File: config.mk
export PLATFORM = sky130hd
export DESIGN_NAME = four_channel_pwm_timer
export DESIGN_NICKNAME = d
export VERILOG_FILES = /design/src/rtl/fcpt_pkg.sv /design/src/rtl/four_channel_pwm_timer.sv /design/src/rtl/fcpt_front.sv /design/src/rtl/fcpt_back.sv
export SDC_FILE = /design/constraint.sdc
export NUM_CORES = 2
export LEC_CHECK = 0
export ABC_AREA = 1
export BUFFER_PORTS_ARGS = -buffer_cell sky130_fd_sc_hd__buf_2
export CORE_UTILIZATION = 65
export CTS_CLUSTER_SIZE = 8
export DETAILED_ROUTE_END_ITERATION = 8
export PLACE_DENSITY = 0.82
export SKIP_CTS_REPAIR_TIMING = 1
export SLEW_MARGIN = 30
export SYNTH_ARGS = -nofsm -noshare
export SYNTH_HDL_FRONTEND = slang
export SYNTH_SLANG_ARGS = --single-unit
File: constraint.sdc
create_clock -name clk_i -period 10.41 [get_ports clk_i]
set_clock_uncertainty 0.2 [all_clocks]
set_input_delay 2.082 -clock clk_i [delete_from_list [all_inputs] [get_ports clk_i]]
set_output_delay 2.082 -clock clk_i [all_outputs]
set_load 0.01 [all_outputs]
File: src/rtl/fcpt_pkg.sv
// ----------------------------------------------------------------------------
// fcpt_pkg
// Shared types and constants of the four-channel PWM timer.
// ----------------------------------------------------------------------------
package fcpt_pkg;

  localparam int NumChannels = 4;
  localparam int CounterBits = 16;
  localparam int ChanBits    = 2;
  localparam int DutyBits    = 17;
  localparam int ClkBits     = 32;
  localparam int FreqBits    = 20;
  localparam int ResBits     = 17;
  localparam int DenBits     = 37;
  localparam int CfgIdxBits  = 2;

  localparam logic [DutyBits-1:0]    DutyOne = 17'h10000;
  localparam logic [CounterBits-1:0] CntMax  = 16'hFFFF;

  localparam logic [2:0] ActTick    = 3'd0;
  localparam logic [2:0] ActDuty    = 3'd1;
  localparam logic [2:0] ActEnable  = 3'd2;
  localparam logic [2:0] ActDisable = 3'd3;
  localparam logic [2:0] ActStart   = 3'd4;
  localparam logic [2:0] ActStop    = 3'd5;

  localparam logic [CfgIdxBits-1:0] CfgClk  = 2'd0;
  localparam logic [CfgIdxBits-1:0] CfgFreq = 2'd1;
  localparam logic [CfgIdxBits-1:0] CfgRes  = 2'd2;

  typedef enum logic [2:0] {
    OP_TICK,
    OP_DUTY,
    OP_ENABLE,
    OP_DISABLE,
    OP_START,
    OP_STOP,
    OP_NOP
  } op_e;

  typedef struct packed {
    op_e                 op;
    logic [ChanBits-1:0] ch;
    logic [DutyBits-1:0] duty;
    logic                mode;
    logic                inv;
  } cmd_t;

endpackage

File: src/rtl/four_channel_pwm_timer.sv
// ----------------------------------------------------------------------------
// four_channel_pwm_timer
// Four-channel PWM timer with prescaler, auto-reload counter and compares.
// ----------------------------------------------------------------------------
// Every action yields one result beat. Tick, set duty, enable, disable, stop,
// unknown codes and a start while running are each done from the idle state,
// so a stream of ticks runs at one beat per cycle while results are taken.
// A start from the stopped state runs in the back end: one multiply, 32 steps
// of the shared restoring divider for the prescaler, one multiply and 32 more
// steps for the reload, then a commit state. The two-deep command queue takes
// up to two more beats meanwhile and then holds the input off until the start
// completes. Configuration registers take effect at the next start while stopped.
module four_channel_pwm_timer import fcpt_pkg::*; (
  input  logic                   clk_i,
  input  logic                   rst_ni,
  input  logic                   cfg_we_i,
  input  logic [CfgIdxBits-1:0]  cfg_idx_i,
  input  logic [ClkBits-1:0]     cfg_data_i,
  input  logic                   in_valid_i,
  output logic                   in_ready_o,
  input  logic [2:0]             action_i,
  input  logic [ChanBits-1:0]    channel_i,
  input  logic [DutyBits-1:0]    duty_fraction_i,
  input  logic                   pwm_mode_i,
  input  logic                   active_low_i,
  output logic                   out_valid_o,
  input  logic                   out_ready_i,
  output logic [NumChannels-1:0] pwm_levels_o,
  output logic [CounterBits-1:0] count_value_o,
  output logic                   period_wrap_o
);

  logic cmd_valid, cmd_pop;
  cmd_t cmd;

  fcpt_front u_front (
    .clk_i,
    .rst_ni,
    .in_valid_i,
    .in_ready_o,
    .action_i,
    .channel_i,
    .duty_fraction_i,
    .pwm_mode_i,
    .active_low_i,
    .cmd_valid_o (cmd_valid),
    .cmd_o       (cmd),
    .cmd_pop_i   (cmd_pop)
  );

  fcpt_back u_back (
    .clk_i,
    .rst_ni,
    .cfg_we_i,
    .cfg_idx_i,
    .cfg_data_i,
    .cmd_valid_i (cmd_valid),
    .cmd_i       (cmd),
    .cmd_pop_o   (cmd_pop),
    .out_valid_o,
    .out_ready_i,
    .pwm_levels_o,
    .count_value_o,
    .period_wrap_o
  );

endmodule

File: src/rtl/fcpt_front.sv
// ----------------------------------------------------------------------------
// fcpt_front
// Accepts input beats, decodes the action and queues commands (two deep).
// ----------------------------------------------------------------------------
module fcpt_front import fcpt_pkg::*; (
  input  logic                clk_i,
  input  logic                rst_ni,
  input  logic                in_valid_i,
  output logic                in_ready_o,
  input  logic [2:0]          action_i,
  input  logic [ChanBits-1:0] channel_i,
  input  logic [DutyBits-1:0] duty_fraction_i,
  input  logic                pwm_mode_i,
  input  logic                active_low_i,
  output logic                cmd_valid_o,
  output cmd_t                cmd_o,
  input  logic                cmd_pop_i
);

  cmd_t       mem_q [2];
  logic       wr_q, rd_q;
  logic [1:0] cnt_q;
  cmd_t       dec;
  logic       push, pop;

  always_comb begin
    unique case (action_i)
      ActTick:    dec.op = OP_TICK;
      ActDuty:    dec.op = OP_DUTY;
      ActEnable:  dec.op = OP_ENABLE;
      ActDisable: dec.op = OP_DISABLE;
      ActStart:   dec.op = OP_START;
      ActStop:    dec.op = OP_STOP;
      default:    dec.op = OP_NOP;
    endcase
    dec.ch   = channel_i;
    // saturate duty above one
    dec.duty = (duty_fraction_i > DutyOne) ? DutyOne : duty_fraction_i;
    dec.mode = pwm_mode_i;
    dec.inv  = active_low_i;
  end

  assign in_ready_o  = (cnt_q != 2'd2);
  assign push        = in_valid_i && in_ready_o;
  assign cmd_valid_o = (cnt_q != 2'd0);
  assign cmd_o       = mem_q[rd_q];
  assign pop         = cmd_pop_i && cmd_valid_o;

  always_ff @(posedge clk_i or negedge rst_ni) begin
    if (!rst_ni) begin
      wr_q  <= 1'b0;
      rd_q  <= 1'b0;
      cnt_q <= 2'd0;
    end else begin
      if (push) wr_q <= ~wr_q;
      if (pop)  rd_q <= ~rd_q;
      cnt_q <= cnt_q + {1'b0, push} - {1'b0, pop};
    end
  end

  always_ff @(posedge clk_i) begin
    if (push) mem_q[wr_q] <= dec;
  end

endmodule

File: src/rtl/fcpt_back.sv
// ----------------------------------------------------------------------------
// fcpt_back
// Executes queued commands, holds timer state and the result register.
// A start from the stopped state runs two restoring divisions on one shared divider.
// ----------------------------------------------------------------------------
module fcpt_back import fcpt_pkg::*; (
  input  logic                   clk_i,
  input  logic                   rst_ni,
  input  logic                   cfg_we_i,
  input  logic [CfgIdxBits-1:0]  cfg_idx_i,
  input  logic [ClkBits-1:0]     cfg_data_i,
  input  logic                   cmd_valid_i,
  input  cmd_t                   cmd_i,
  output logic                   cmd_pop_o,
  output logic                   out_valid_o,
  input  logic                   out_ready_i,
  output logic [NumChannels-1:0] pwm_levels_o,
  output logic [CounterBits-1:0] count_value_o,
  output logic                   period_wrap_o
);

  typedef enum logic [2:0] {
    ST_IDLE, ST_MUL1, ST_DIV1, ST_MUL2, ST_DIV2, ST_COMMIT
  } state_e;

  state_e state_q, state_d;

  logic [ClkBits-1:0]  clk_hz_q;
  logic [FreqBits-1:0] freq_q;
  logic [ResBits-1:0]  res_q;

  logic [CounterBits-1:0] psc_div_q, psc_div_d, reload_q, reload_d;
  logic [CounterBits-1:0] psc_cnt_q, psc_cnt_d, main_q, main_d;
  logic [CounterBits-1:0] cmp_act_q [NumChannels];
  logic [CounterBits-1:0] cmp_act_d [NumChannels];
  logic [CounterBits-1:0] cmp_pend_q [NumChannels];
  logic [CounterBits-1:0] cmp_pend_d [NumChannels];
  logic [NumChannels-1:0] en_q, en_d, mode_q, mode_d, inv_q, inv_d;
  logic                   run_q, run_d;

  logic [DenBits-1:0]     den_q, den_d;
  logic [DenBits:0]       rem_q, rem_d, rem_sh;
  logic [ClkBits-1:0]     dvd_q, dvd_d, q_nxt;
  logic [4:0]             it_q, it_d;
  logic [CounterBits-1:0] psc_tmp_q, psc_tmp_d, rel_tmp_q, rel_tmp_d;

  logic                   out_valid_q, out_valid_d, wrap_q, wrap_d;
  logic [NumChannels-1:0] lev_q, lev_d;
  logic [CounterBits-1:0] cnt_q, cnt_d;

  logic                   can_issue, fire, pop;
  logic [DutyBits+CounterBits-1:0] prod;
  logic [CounterBits-1:0] quo_sat;

  assign can_issue = !out_valid_q || out_ready_i;

  // one restoring division step
  always_comb begin
    rem_sh = {rem_q[DenBits-1:0], dvd_q[ClkBits-1]};
    if (rem_sh >= {1'b0, den_q}) begin
      rem_d = rem_sh - {1'b0, den_q};
      q_nxt = {dvd_q[ClkBits-2:0], 1'b1};
    end else begin
      rem_d = rem_sh;
      q_nxt = {dvd_q[ClkBits-2:0], 1'b0};
    end
    quo_sat = (q_nxt[ClkBits-1:CounterBits] != '0) ? CntMax : q_nxt[CounterBits-1:0];
  end

  assign prod = cmd_i.duty * reload_q;

  always_comb begin
    state_d    = state_q;
    psc_div_d  = psc_div_q;
    reload_d   = reload_q;
    psc_cnt_d  = psc_cnt_q;
    main_d     = main_q;
    cmp_act_d  = cmp_act_q;
    cmp_pend_d = cmp_pend_q;
    en_d       = en_q;
    mode_d     = mode_q;
    inv_d      = inv_q;
    run_d      = run_q;
    den_d      = den_q;
    dvd_d      = dvd_q;
    it_d       = it_q;
    psc_tmp_d  = psc_tmp_q;
    rel_tmp_d  = rel_tmp_q;
    wrap_d     = 1'b0;
    fire       = 1'b0;
    pop        = 1'b0;

    unique case (state_q)
      ST_IDLE: begin
        if (cmd_valid_i && can_issue) begin
          pop = 1'b1;
          case (cmd_i.op)
            OP_TICK: begin
              if (run_q) begin
                if (psc_cnt_q < psc_div_q) begin
                  psc_cnt_d = psc_cnt_q + 1'b1;
                end else begin
                  psc_cnt_d = '0;
                  if (main_q >= reload_q) begin
                    main_d    = '0;
                    cmp_act_d = cmp_pend_q;
                    wrap_d    = 1'b1;
                  end else begin
                    main_d = main_q + 1'b1;
                  end
                end
              end
            end
            OP_DUTY: cmp_pend_d[cmd_i.ch] = prod[DutyBits+CounterBits-2:CounterBits];
            OP_ENABLE: begin
              en_d[cmd_i.ch]       = 1'b1;
              mode_d[cmd_i.ch]     = cmd_i.mode;
              inv_d[cmd_i.ch]      = cmd_i.inv;
              cmp_pend_d[cmd_i.ch] = prod[DutyBits+CounterBits-2:CounterBits];
            end
            OP_DISABLE: en_d[cmd_i.ch] = 1'b0;
            OP_STOP:    run_d = 1'b0;
            default: ;
          endcase
          if (cmd_i.op == OP_START && !run_q) state_d = ST_MUL1;
          else fire = 1'b1;
        end
      end
      ST_MUL1: begin
        den_d   = DenBits'(res_q) * DenBits'(freq_q);
        dvd_d   = clk_hz_q;
        it_d    = '0;
        state_d = ST_DIV1;
      end
      ST_DIV1: begin
        dvd_d = q_nxt;
        it_d  = it_q + 1'b1;
        if (it_q == 5'd31) begin
          psc_tmp_d = quo_sat;
          state_d   = ST_MUL2;
        end
      end
      ST_MUL2: begin
        den_d   = DenBits'({1'b0, psc_tmp_q} + 17'd1) * DenBits'(freq_q);
        dvd_d   = clk_hz_q;
        it_d    = '0;
        state_d = ST_DIV2;
      end
      ST_DIV2: begin
        dvd_d = q_nxt;
        it_d  = it_q + 1'b1;
        if (it_q == 5'd31) begin
          rel_tmp_d = quo_sat;
          state_d   = ST_COMMIT;
        end
      end
      ST_COMMIT: begin
        if (can_issue) begin
          psc_div_d = psc_tmp_q;
          reload_d  = rel_tmp_q;
          psc_cnt_d = '0;
          main_d    = '0;
          cmp_act_d = cmp_pend_q;
          run_d     = 1'b1;
          fire      = 1'b1;
          state_d   = ST_IDLE;
        end
      end
      default: state_d = ST_IDLE;
    endcase

    for (int i = 0; i < NumChannels; i++) begin
      lev_d[i] = run_d && en_d[i] &&
                 ((mode_d[i] ? (main_d >= cmp_act_d[i]) : (main_d < cmp_act_d[i]))
                  != inv_d[i]);
    end
    cnt_d = main_d;
    out_valid_d = fire ? 1'b1 : (out_valid_q && !out_ready_i);
  end

  assign cmd_pop_o = pop;

  always_ff @(posedge clk_i or negedge rst_ni) begin
    if (!rst_ni) begin
      state_q     <= ST_IDLE;
      clk_hz_q    <= 32'd84000000;
      freq_q      <= 20'd50;
      res_q       <= 17'd1000;
      psc_div_q   <= '0;
      reload_q    <= '0;
      psc_cnt_q   <= '0;
      main_q      <= '0;
      cmp_act_q   <= '{default: '0};
      cmp_pend_q  <= '{default: '0};
      en_q        <= '0;
      mode_q      <= '0;
      inv_q       <= '0;
      run_q       <= 1'b0;
      it_q        <= '0;
      out_valid_q <= 1'b0;
    end else begin
      state_q     <= state_d;
      psc_div_q   <= psc_div_d;
      reload_q    <= reload_d;
      psc_cnt_q   <= psc_cnt_d;
      main_q      <= main_d;
      cmp_act_q   <= cmp_act_d;
      cmp_pend_q  <= cmp_pend_d;
      en_q        <= en_d;
      mode_q      <= mode_d;
      inv_q       <= inv_d;
      run_q       <= run_d;
      it_q        <= it_d;
      out_valid_q <= out_valid_d;
      if (cfg_we_i) begin
        unique case (cfg_idx_i)
          CfgClk:  clk_hz_q <= cfg_data_i;
          CfgFreq: freq_q   <= cfg_data_i[FreqBits-1:0];
          CfgRes:  res_q    <= cfg_data_i[ResBits-1:0];
          default: ;
        endcase
      end
    end
  end

  always_ff @(posedge clk_i) begin
    den_q     <= den_d;
    rem_q     <= (state_q == ST_MUL1 || state_q == ST_MUL2) ? '0 : rem_d;
    dvd_q     <= dvd_d;
    psc_tmp_q <= psc_tmp_d;
    rel_tmp_q <= rel_tmp_d;
    if (fire) begin
      lev_q  <= lev_d;
      cnt_q  <= cnt_d;
      wrap_q <= wrap_d;
    end
  end

  assign out_valid_o   = out_valid_q;
  assign pwm_levels_o  = lev_q;
  assign count_value_o = cnt_q;
  assign period_wrap_o = wrap_q;

endmodule
**Yosys cells after proc, flatten, opt, wreduce, memory -nomap -nowiden**

Memories as Yosys holds them, arrays and structs flattened.
Cells that the tools add are included.
Widths: inputs -> output; s select.

- Multipliers: 3
- Bitwise logic cells: 10
- $lt $le $gt $ge: 16
- Reductions and logical operators: 42
- Equality and inequality tests: 30
- Add/sub/neg operators: 7
- Muxes and demuxes: 68

Operators by type and width:

| kind | count |
|---|---|
| $mux 64 | 6 |
| $mux 16 | 13 |
| $pmux 64 s2 | 1 |
| $ge 16x16->1 | 5 |
| $lt 16x16->1 | 5 |
| $pmux 37 s2 | 1 |
| $bwmux 64 | 1 |
| $pmux 16 s2 | 2 |
| $pmux 32 s2 | 1 |
| $ge 38x37->1 | 1 |
| $mul 17x20->37 | 1 |
| $mul 37x20->37 | 1 |
| $mux 37 | 1 |
| $sub 37x37->37 | 1 |
| $pmux 3 s6 | 2 |
| $add 16x1->16 const B | 2 |
| $demux 16 s2 | 1 |
| $mul 17x16->32 | 1 |
| $mux 4 | 8 |
| $eq 3x2->1 const B | 6 |
| $eq 3x3->1 const B | 6 |
| $mux 1 | 18 |
| $add 16x1->17 const B | 1 |
| $gt 17x17->1 const B | 1 |
| 38 further kinds | 90 |

- Bits of input ports: 63
- Register bits after elaboration: 446
- Memories: 1
- Output and inout port bits: 23
- Bits in writable memories: 48

Memory list:

| name | words | width | read ports | clocked after memory_dff | wr ports | RTL line | text |
|---|---|---|---|---|---|---|---|
| u_front.mem_q | 2 | 24 | 1 | 0 | 1 | fcpt_front.sv:20 | `cmd_t mem_q [2];` |

**Logic depth before layout (Yosys ltp)**

An unclocked memory read counts as a cell.

- Word-level depth: 12
- Mapped depth: 38

**Cells and area by module**

A second synthesis with hierarchy kept.

- Cells, all modules: 7,460
- Area total of the unflattened synthesis: 58,234.6 um^2

By module, submodules not included:

| module | area an instance (um^2) | cells an instance | instances | seq. area each (um^2) |
|---|---|---|---|---|
| fcpt_back | 56,020.0 | 7,259 | 1 | 11,508.5 |
| fcpt_front | 2,214.6 | 201 | 1 | 1,541.5 |

**Worst setup path after synthesis**

Ideal clock, no wire load.

- Path kind: register to register
- Start: register u_back.psc_tmp_q[0]
- End: register u_back.den_q[18], data pin
- Slack: 3.694 ns
- Buffers on the path: 1
- Period minus slack after synthesis: 6.716 ns
- Arrival time: 6.254 ns
- Cell stages (with the launch flop): 33
- Cells stage by stage: edfxtp_1 ha_1 nand2_1 inv_2 nand3_2 nor2_2 nand2_1 nor2_2 nand2_1 nor3_2 nand2_1 nand2_1 nand2_1 inv_1 buf_4 nand2_1 fa_1 inv_1 fa_1 fa_1 fa_1 fa_1 inv_1 fa_1 inv_1 ha_1 a21oi_1 o21ai_0 a21oi_1 o21ai_0 o21ai_0 a21oi_1 or2_2

- Cells in the longest elaborated chain, start to end: 3

RTL lines:

| item | RTL line | text |
|---|---|---|
| from (decl) | fcpt_back.sv:45 | `logic [CounterBits-1:0] psc_tmp_q, psc_tmp_d, rel_tmp_q, rel_tmp_d;` |
| from (signal assigned) | fcpt_back.sv:230 | `psc_tmp_q <= psc_tmp_d;` |
| $add 16x1->17 | fcpt_back.sv:144 | `den_d = DenBits'({1'b0, psc_tmp_q} + 17'd1) * DenBits'(freq_q);` |
| $mul 37x20->37 | fcpt_back.sv:144 |  |
| $pmux 37 s2 | fcpt_back.sv:93 | `unique case (state_q)` |
| named net u_back.den_d[18] | fcpt_back.sv:41 | `logic [DenBits-1:0] den_q, den_d;` |
| to (signal assigned) | fcpt_back.sv:227 | `den_q <= den_d;` |
| to (decl) | fcpt_back.sv:41 |  |

The timed path passes the listed nets, and every way through them passes these cells.
A chain may end at the register's enable or synchronous reset.

**Final worst setup path**

- Start: register u_back.psc_tmp_q[0]
- End: register u_back.den_q[24], data pin

Same word-level chain as after synthesis.

==> results.md <==
* Status: complete, no violations
* First-pass GRT wire length at 279.7 mm
* Die height at 302.3 um
* Period minus WS final at 7.976 ns
* Setup Crit Path Kind: reg -> reg
* Worst-Skew Late Latency at 0.67 ns
* Gr ovfl total at 0
* Uppermost routed layer: met5
* Root Driver: clkbuf_16
* Max FO, Critical Path at 19
* Class of the worst hold path: reg -> reg
* Post-synthesis cell count at 7524
* Effective utilization at floorplan at 0.6602
* Maxcap violations at 0
* Crit path largest cell delay at 0.53 ns
* Pre-CTS setup slack at 2.575 ns
* Worst Path Arrival at 8.17 ns
* Die ar. at 0.09138 mm^2
* Metal2 WL at 84.75 mm
* Mapped cell area at 0.05861 mm^2
* First DRT Iteration DRCs at 4623
* Routed length on met1 at 66.14 mm
* Count of cell types in the netlist at 62
* Wire length per cell at 20.67 um
* CTS buffer count at 73
* RSZ-0062 raised after global routing: no
* Crit path required time at 10.60 ns
* Crit path max-delay family: adder cells
* Top_reg_cell synth: dfrtp_1
* Final WL at 179.5 mm
* CTS tree: done
* Max Root-Sink Buffers at 3
* Tot GR Track Use at 0.4008
* Remaining DRCs at 0
* Clk slew on worst S/H paths at 0.06 ns
* Final RePlAce weighted congestion at 0.9897
* Vias at 50540
* Endpoints failing hold at 0
* Die width at 302.3 um
* # port buffers at 85
* Max_slew headroom at 0.3031
* Peak Freq at 125.4 MHz
* Critical Path Source Type: flip-flop
* Vias in the first global route at 51980
* Worst Slack Setup Final at 2.434 ns
* Core ar. at 0.08878 mm^2
* Bufs and invs on worst path at 6
* FFs w/ async S/R, synth at 0.5810
* Seq/Total Area, Yosys at 0.2226
* Share of cells above drive strength 1 at 0.05309
* Setup TNS at 0 ns
* Nets at 8736
* Worst slew pin tran at 1.044 ns
* Mapped Nets at 8791
* Synth warnings at 0
* Initial DRT Pass Iterations at 6
* Crit share post-route at 0.7662
* Final setup viols at 0
* CTS H-tree lvls at 3
* Yosys reg bits at 494
* Most common cell after layout, fill and taps aside: nand2_1
* Avg Inst Size Synth at 7.790 um^2
* Clk sinks at 494
* Slew Limit Fails at 0
* Most used cell, CP: nand2_1
* Boundary pin count at 86
* Slowest-stage cell, CP: o21ai_0
* Initial antenna violation count at 4
* Number of synthesized flops with an enable pin at 170
* Via density at 5.820
* Area Growth Syn to Fin at 5.979%
* Routed Antenna Nets at 0
* Endpoint class of the critical path: flip-flop
* Detailed Place HPWL at 138.7 mm
* Row count at 109
* Most frequent cells in the layout: 1880 x nand2_1, 1563 x inv_1, 745 x fa_1
* Largest net degree at the start of global routing at 181
* WL met3 at 15.44 mm
synthesized netlist by cell type (20+ instances only):
library cell  instances  share of area
nor2_1              637          0.041
a21oi_1             236          0.020
edfxtp_1            170          0.087
inv_2                57         0.0037
ha_1                459          0.098
fa_1                745           0.25
o21ai_1              28         0.0024
buf_2                25         0.0021
o21ai_0             356          0.030
nand3b_1             59         0.0076
o211ai_1             61         0.0078
a31oi_1              20         0.0021
a221oi_1             20         0.0030
nand4_1              49         0.0052
inv_1              1564           0.10
nand2_1            1881           0.12
nand3_1             293          0.025
xor2_1               44         0.0066
or2_2                35         0.0037
dfxtp_1              37          0.013
clkbuf_1            208          0.013
nor3_1               41         0.0035
dfrtp_1             269           0.11
stage by stage:
stage / utilization / hold WS, ns / area, um^2 / std cells
2_1_floorplan: - / 0.2297 / 58610 / 7524
6_report: 0.6997 / 0.2455 / 62120 / 8684
3_5_place_dp: 0.6740 / 0.2525 / 59840 / 8557
4_1_cts: 0.6988 / 0.2577 / 62040 / 8679
5_1_grt: 0.6996 / 0.2755 / 62110 / 8681
3_3_place_gp: 0.6737 / 0.2460 / 59810 / 8557
metal layers:
metal  global-route usage  vias to the layer above
met3              0.07412                      722
li1                     -                    22880
met5                    0                        -
met4               0.2614                        4
met1               0.4803                    24400
met2               0.6645                     2543
kinds of logic after synthesis:
group | share of synthesized area
buffers and inverters | 0.1246
muxes | 0.002476
xor gates and xnor gates | 0.008816
DFF | 0.2226
AOI/OAI and AO/OA | 0.07619
and+or+nand+nor | 0.2128
adders and majority gates | 0.3524
layout make-up:
type / count / area [um^2]
clock buffers: 116 / 2091
well taps: 1165 / 1458
flip-flops and latches: 494 / 13050
repair buffers: 141 / 908.4
inverters: 1639 / 6157
diodes: 3 / 7.507
fillers: 7073 / 26670
multi-input cells: 5120 / 38330
clock inverters: 6 / 112.6
path summary, 6_finish.rpt:
check	cells after the start	start	slack, ns	end
max in group asynchronous	3	rst_ni	7.50	u_back.cmp_act_q[31]$_DFF_PN0_
min reg2reg	2	u_back.rel_tmp_q[13]$_DFFE_PP_	0.25	u_back.reload_q[13]$_DFFE_PN0P_
max	31	u_back.psc_tmp_q[0]$_DFFE_PP_	2.43	u_back.den_q[24]$_DFFE_PP_
max reg2reg	31	u_back.psc_tmp_q[0]$_DFFE_PP_	2.43	u_back.den_q[24]$_DFFE_PP_
min in group asynchronous	1	rst_ni	1.13	u_back.reload_q[1]$_DFFE_PN0P_
min	2	u_back.rel_tmp_q[13]$_DFFE_PP_	0.25	u_back.reload_q[13]$_DFFE_PN0P_
registers in the layout, summed over array words and instances (netlist names), 4 cells and up:
name                  cells
u_back.cmp_act_q         64
u_back.cmp_pend_q        64
u_front.mem_q            48
u_back.den_q             37
u_back.rem_q             37
u_back.clk_hz_q          32
u_back.dvd_q             32
u_back.freq_q            20
u_back.res_q             17
u_back.count_value_o     16
u_back.main_q            16
u_back.psc_cnt_q         16
u_back.psc_div_q         16
u_back.psc_tmp_q         16
u_back.rel_tmp_q         16
u_back.reload_q          16
u_back.it_q               5
u_back.en_q               4
u_back.inv_q              4
u_back.mode_q             4
u_back.pwm_levels_o       4
worst min-delay path, cell delays in order, from the launching register on:
cell	delay, ns
edfxtp_1	0.32
nand2_1	0.05
o21ai_0	0.06
Power is left out: the tool's default activity adds up to more than one toggle a clock period on the data nets, which glitch-free logic cannot reach.
